### src/rtl/double_hash_table_assert.svh
// Assertion macros for the hash table block.
`ifndef DOUBLE_HASH_TABLE_ASSERT_SVH
`define DOUBLE_HASH_TABLE_ASSERT_SVH
// Implication checked at every rising clock edge outside reset.
`define DHT_ASSERT_IMP(label, clk, rst_n, a, c, msg) \
label: assert property (@(posedge clk) disable iff (!rst_n) (a) |-> (c)) else $error(msg);
// Next-cycle implication.
`define DHT_ASSERT_NXT(label, clk, rst_n, a, c, msg) \
label: assert property (@(posedge clk) disable iff (!rst_n) (a) |=> (c)) else $error(msg);
`endif

### src/rtl/dht_mod.sv
// ----------------------------------------------------------------------------
// dht_mod
// Serial restoring remainder unit, one quotient bit per cycle.
// ----------------------------------------------------------------------------
module dht_mod #(
    parameter int NUM_BITS = 32,
    parameter int DEN_BITS = 13
) (
    input  logic                clk,
    input  logic                rst_n,
    input  logic                start,
    input  logic [NUM_BITS-1:0] dividend,
    input  logic [DEN_BITS-1:0] divisor,
    output logic                done,
    output logic [DEN_BITS-1:0] rem
);
    localparam int CNT_BITS = $clog2(NUM_BITS + 1);

    logic [NUM_BITS-1:0] num_reg;
    logic [DEN_BITS-1:0] den_reg;
    logic [DEN_BITS:0]   rem_reg;
    logic [CNT_BITS-1:0] cnt_reg;
    logic                busy_reg;
    logic                done_reg;
    logic [DEN_BITS:0]   trial;

    always_comb
    begin
        trial = {rem_reg[DEN_BITS-1:0], num_reg[NUM_BITS-1]};
    end

    always_ff @(posedge clk or negedge rst_n)
    begin
        if (!rst_n)
        begin
            busy_reg <= 1'b0;
            done_reg <= 1'b0;
            cnt_reg  <= '0;
        end
        else
        begin
            done_reg <= 1'b0;
            if (start)
            begin
                busy_reg <= 1'b1;
                cnt_reg  <= CNT_BITS'(NUM_BITS);
            end
            else if (busy_reg)
            begin
                cnt_reg <= cnt_reg - 1'b1;
                if (cnt_reg == CNT_BITS'(1))
                begin
                    busy_reg <= 1'b0;
                    done_reg <= 1'b1;
                end
            end
        end
    end

    always_ff @(posedge clk)
    begin
        if (start)
        begin
            num_reg <= dividend;
            den_reg <= divisor;
            rem_reg <= '0;
        end
        else if (busy_reg)
        begin
            num_reg <= {num_reg[NUM_BITS-2:0], 1'b0};
            if (trial >= {1'b0, den_reg})
                rem_reg <= trial - {1'b0, den_reg};
            else
                rem_reg <= trial;
        end
    end

    assign done = done_reg;
    assign rem  = rem_reg[DEN_BITS-1:0];
endmodule

### config.mk
export PLATFORM = sky130hd
export DESIGN_NAME = dht_mod
export DESIGN_NICKNAME = d
export VERILOG_FILES = /design/src/rtl/double_hash_table_assert.svh /design/src/rtl/dht_mod.sv
export SDC_FILE = /design/constraint.sdc
export NUM_CORES = 1
export LEC_CHECK = 0
export BUFFER_PORTS_ARGS = -buffer_cell sky130_fd_sc_hd__buf_4
export CAP_MARGIN = 20
export CORE_MARGIN = 4
export CORE_UTILIZATION = 60
export DETAILED_ROUTE_END_ITERATION = 10
export GPL_TIMING_DRIVEN = 1
export PLACE_DENSITY = 0.85
export RECOVER_POWER = 25
export SLEW_MARGIN = 20
export SYNTH_ARGS = -nofsm -noshare
export SYNTH_HDL_FRONTEND = slang
export SYNTH_SLANG_ARGS = --single-unit
### constraint.sdc
create_clock -name clk -period 4.8 [get_ports clk]
set_input_delay 0.24 -clock clk [delete_from_list [all_inputs] [get_ports clk]]
set_output_delay 0.24 -clock clk [all_outputs]
set_load 0.01 [all_outputs]
---- Yosys cells after proc, flatten, opt, wreduce, memory -nomap -nowiden ----
Index checks and enable logic that the tools add are counted.
operators by class
  $add $sub $neg .......................... 2
  $mul .................................... 0
  div/mod/pow operators ................... 0
  $lt $le $gt $ge ......................... 1
  eq/ne operators ......................... 1
  shift-type cells ........................ 0
  muxes and demuxes ....................... 11
  bitwise logic cells ..................... 0
  reductions and logical operators ........ 1
operators by type and width
  kind                                                 number
  2-to-1 mux 32 bit                                    2
  greater-or-equal comparator 14 x 13 -> 1 bit         1
  2-to-1 mux 13 bit                                    1
  subtractor 13 bit                                    1
  2-to-1 mux 6 bit                                     2
  equality test 6 x 1 -> 1 bit, second input constant  1
  2-to-1 mux 1 bit                                     6
  subtractor 6 x 1 -> 6 bit, second input constant     1
  nonzero test 2 bit                                   1
word-level totals
  bits in registers ....................... 66
  latch bits .............................. 0
  memory bits (writable) .................. 0
  bits in read-only memories .............. 0
  input bits .............................. 48
  output and inout port bits .............. 14
  word-level logic and storage cells ...... 22
  memories ................................ 0

---- Depth between registers and ports, before layout ----
  word-level depth ........................ 4
  mapped depth ............................ 10

---- Worst setup path before layout ----
Ideal clock, no wire load.
  path type ............................... register to register
  start point ............................. register rem_reg[4]
  end point ............................... register rem_reg[6]
  library setup time ...................... 0.079 ns
  data arrival time ....................... 2.064 ns
  data required time ...................... 4.721 ns
  path slack .............................. 2.657 ns
  stages on the path, launching flop included .. 9
  path buffers ............................ 1
  period minus slack after synthesis ...... 2.143 ns
  path through ............................ dfxtp_1 > ha_1 > and2_4 > a22oi_2 > nand3b_2 > o211a_1 > buf_6 > o311a_1 > a211oi_2
on the way
  cells in the longest elaborated chain, start to end .. 2
ends and longest elaborated chain
  item                                                                               RTL line                      text
  from (decl)                                                                        dht_mod.sv:21                 logic [DEN_BITS:0] rem_reg;
  from (signal assigned)                                                             dht_mod.sv:72                 rem_reg <= trial - {1'b0, den_reg};
  from (signal assigned)                                                             dht_mod.sv:74                 rem_reg <= trial;
  subtractor 13 bit or greater-or-equal comparator 14 x 13 -> 1 bit (tied branches)  dht_mod.sv:72, dht_mod.sv:71
  2-to-1 mux 13 bit *                                                                dht_mod.sv:71                 if (trial >= {1'b0, den_reg})
Every way passes the cells marked *; elsewhere a longest branch is shown, timed or not.
A chain may end at the register's enable or synchronous reset.

---- Final worst setup path ----
  start point ............................. input start
  end point ............................... register num_reg[19], enable pin
on the way
  cells in the longest elaborated chain, start to end .. 1
ends and longest elaborated chain
  item                          RTL line       text
  from (decl)                   dht_mod.sv:11  input logic start,
  nonzero test 2 bit (no line)  --
  to (signal assigned)          dht_mod.sv:64  num_reg <= dividend;
  to (signal assigned)          dht_mod.sv:70  num_reg <= {num_reg[NUM_BITS-2:0], 1'b0};
  to (decl)                     dht_mod.sv:19  logic [NUM_BITS-1:0] num_reg;
Every way passes these cells.

==> results.ini <==
[power_and_ir_drop]
power_per_cell_area_nw_per_um2 = 521
irDropWorstVdd_mv = 0.293
p_leak_nw = 1.80

[place]
place_hpwl_um = 5220
numPortBuffers = 61
routabilityCongestion = 0.897
dpl_cell_area_um2 = 4020
placedCellCount = 424

[floorplan]
die-area_um2 = 7210
coreArea_um2 = 5610
die_w_um = 84.9
pin_count = 62
initial_core_util = 0.633
rows = 27
die_y_um = 84.9

[cts]
clockRootBuffer = clkbuf_8
cts_tree = yes
cts.hold.buffers_added = 1
path_clk_slew_ps = 70
clockBufferDepth = 2
htreeDepth = 3
postCtsSetupRepairBufs = 0
ctsResizeCount = 0
clock-sinks = 66
insertion_delay_ps = 360
cts-buffers-inserted = 9

[global_routing]
grt_max_degree = 74
grt_use_met1 = 0.290
grt.busiest_layer = met2
grt.met3_usage = 0.0524
grt_overflow = 0
grt_pass1_vias = 2659
grtUsageTotal = 0.229
grt_first_pass_wirelength_um = 12900
grtUsageMet2 = 0.381
antenna_found_initial = 0

[synthesis]
synthMuxAreaShare = 0.101
ys_types = 57
synth_simple_gate_area_frac = 0.133
synth_edf_count = 45
synth_ff_type = edfxtp_1
syn_avg_cell_area_um2 = 11.5
synth-xor-area-share = 0.0272
syn_nets = 372
synth_top_family_by_area = simple AND/OR/NAND/NOR gates
ys_warn_count = 0
netlist_area_um2 = 3550
synthAdderAreaFrac = 0.0586
synth_compound_area_frac = 0.129
async_reset_ff_frac = 0.121
ys_seq_elements = 66
yosysSeqAreaShare = 0.511
synth_cells = 308

[critical_path]
endpoint_kind = flop
startpoint_type = input port
arrival_ps = 3520
worstRegToRegCells = 9
path_max_fanout = 73
criticalPathCategory = input port to flop
cp.required_ps = 4780

[layout]
final_cell_mix = buf_4, edfxtp_1, mux2_2, nor2_1, inv_1
fin_cells = 441
area_growth_pct = 20.5
final_cell_area_um2 = 4270
n_antenna_cell = 0
largest_reg_flops = 32
num-nets-final = 428
multi_input_area_um2 = 1590
layout_commonest_cell = buf_4
seq_area_um2 = 1810
drive_gt1_frac = 0.322
num-fill-cells = 381

[drt]
detail-route-antenna-nets = 0
viasPerCell = 6.12
wire_per_inst_um = 18.4
dr.pass1.iters = 5
routed_wl_um = 8100
dr.first_iter.drc_count = 271
drcViolationCount = 0
vias = 2698

[timing]
setup_tns_ps = 0
tightest_slew_ps = 3400
rsz0062_at_grt = no
worst_clock_skew_ps = 11.9
hold_viol = 0
max_slew_margin = -1.27
clock.fmax_ghz = 0.283
setup_viol = 0
finalCriticalPeriod_ps = 3530
finalMaxSlewViolations = 74
fin_crit_sh = 0.736

[run_status]
failed_checks = max-capacitance violations, max-slew violations
outcome = complete, but fails checks

[worst_hold_path]
hold_class = input port to flop
hold_depth = 1

[run]
max-cap-violations = 1

Yosys cell counts, types with 4 or more instances:
cell | n | area, um^2
o31ai_1 | 7 | 52.6
nor3b_1 | 5 | 37.5
a41oi_1 | 4 | 35.0
edfxtp_1 | 45 | 1350
nand3_1 | 5 | 25.0
a31oi_1 | 4 | 25.0
nand2b_1 | 8 | 50.1
xnor2_1 | 4 | 35.0
mux2_2 | 31 | 349
dfxtp_1 | 13 | 260
inv_1 | 17 | 63.8
clkbuf_1 | 11 | 41.3
nand4_1 | 4 | 25.0
a21oi_1 | 6 | 30.0
nand2_1 | 14 | 52.6
a311oi_1 | 6 | 52.6
o21ai_0 | 5 | 25.0
xor2_1 | 7 | 61.3
nor2_1 | 29 | 109
nor3_1 | 6 | 30.0
ha_1 | 15 | 188
dfrtp_1 | 8 | 200
worst paths after layout:
| path | start | to | slack, ps |
|---|---|---|---|
| worst max register to register | num_reg[31]$_DFFE_PP_ | rem_reg[1]$_SDFFE_PP0P_ | 1820 |
| worst max-delay path | start | num_reg[19]$_DFFE_PP_ | 1270 |
| worst min register to register | rem_reg[3]$_SDFFE_PP0P_ | rem_reg[3]$_SDFFE_PP0P_ | 540 |
| min in group asynchronous | rst_n | cnt_reg[5]$_DFFE_PN0P_ | 350 |
| worst min-delay path | divisor[3] | den_reg[3]$_DFFE_PP_ | 90 |
| max in group asynchronous | rst_n | cnt_reg[1]$_DFFE_PN0P_ | 4110 |
area by class of cell:
cell class | instances | area share
timing repair buffer | 63 | 0.109
clock buffer | 10 | 0.0322
sequential | 66 | 0.424
multi-input combinational | 207 | 0.373
tap | 72 | 0.0211
clock inverter | 6 | 0.0264
inverter | 17 | 0.0149
routing by layer:
layer / vias to the layer above / routed length (um)
li1: 1269 / -
met1: 1282 / 3310
met2: 127 / 4010
met3: 20 / 612
met4: 0 / 163
met5: - / 0
critical path, stage by stage:
cell and delay [ps]:
clkbuf_1 2360, nor2_1 210, inv_2 670
cell families (layout without fill, tap and decap cells):
family                   after synthesis  after routing
AO/OA/AOI/OAI                         58             58
XOR/XNOR                              11             11
adder cells (fa/ha/maj)               16             16
buffers and inverters                 35             96
flip-flops                            66             66
multiplexers                          32             32
AND/OR/NAND/NOR                       90             90
power breakdown:
group	internal [mW]	switching (mW)	total [mW]
clock	0.361	0.229	0.590
combinational	0.373	0.443	0.816
sequential	0.732	0.0869	0.819
total	1.47	0.759	2.23
through the flow:
| step | power, mW | setup WS [ps] | utilization | hold WS (ps) |
|---|---|---|---|---|
| floorplan | 1.37 | 2660 | - | -55.6 |
| global placement | 1.59 | 2220 | 0.718 | 60.8 |
| global route | 2.34 | 860 | 0.762 | 79.9 |
| detailed placement | 1.61 | 2060 | 0.718 | 66.9 |
| CTS | 2.21 | 1920 | 0.764 | 59.0 |
| finish | 2.23 | 1270 | 0.762 | 85.1 |
Note: power is estimated with default switching activity, not from simulation.
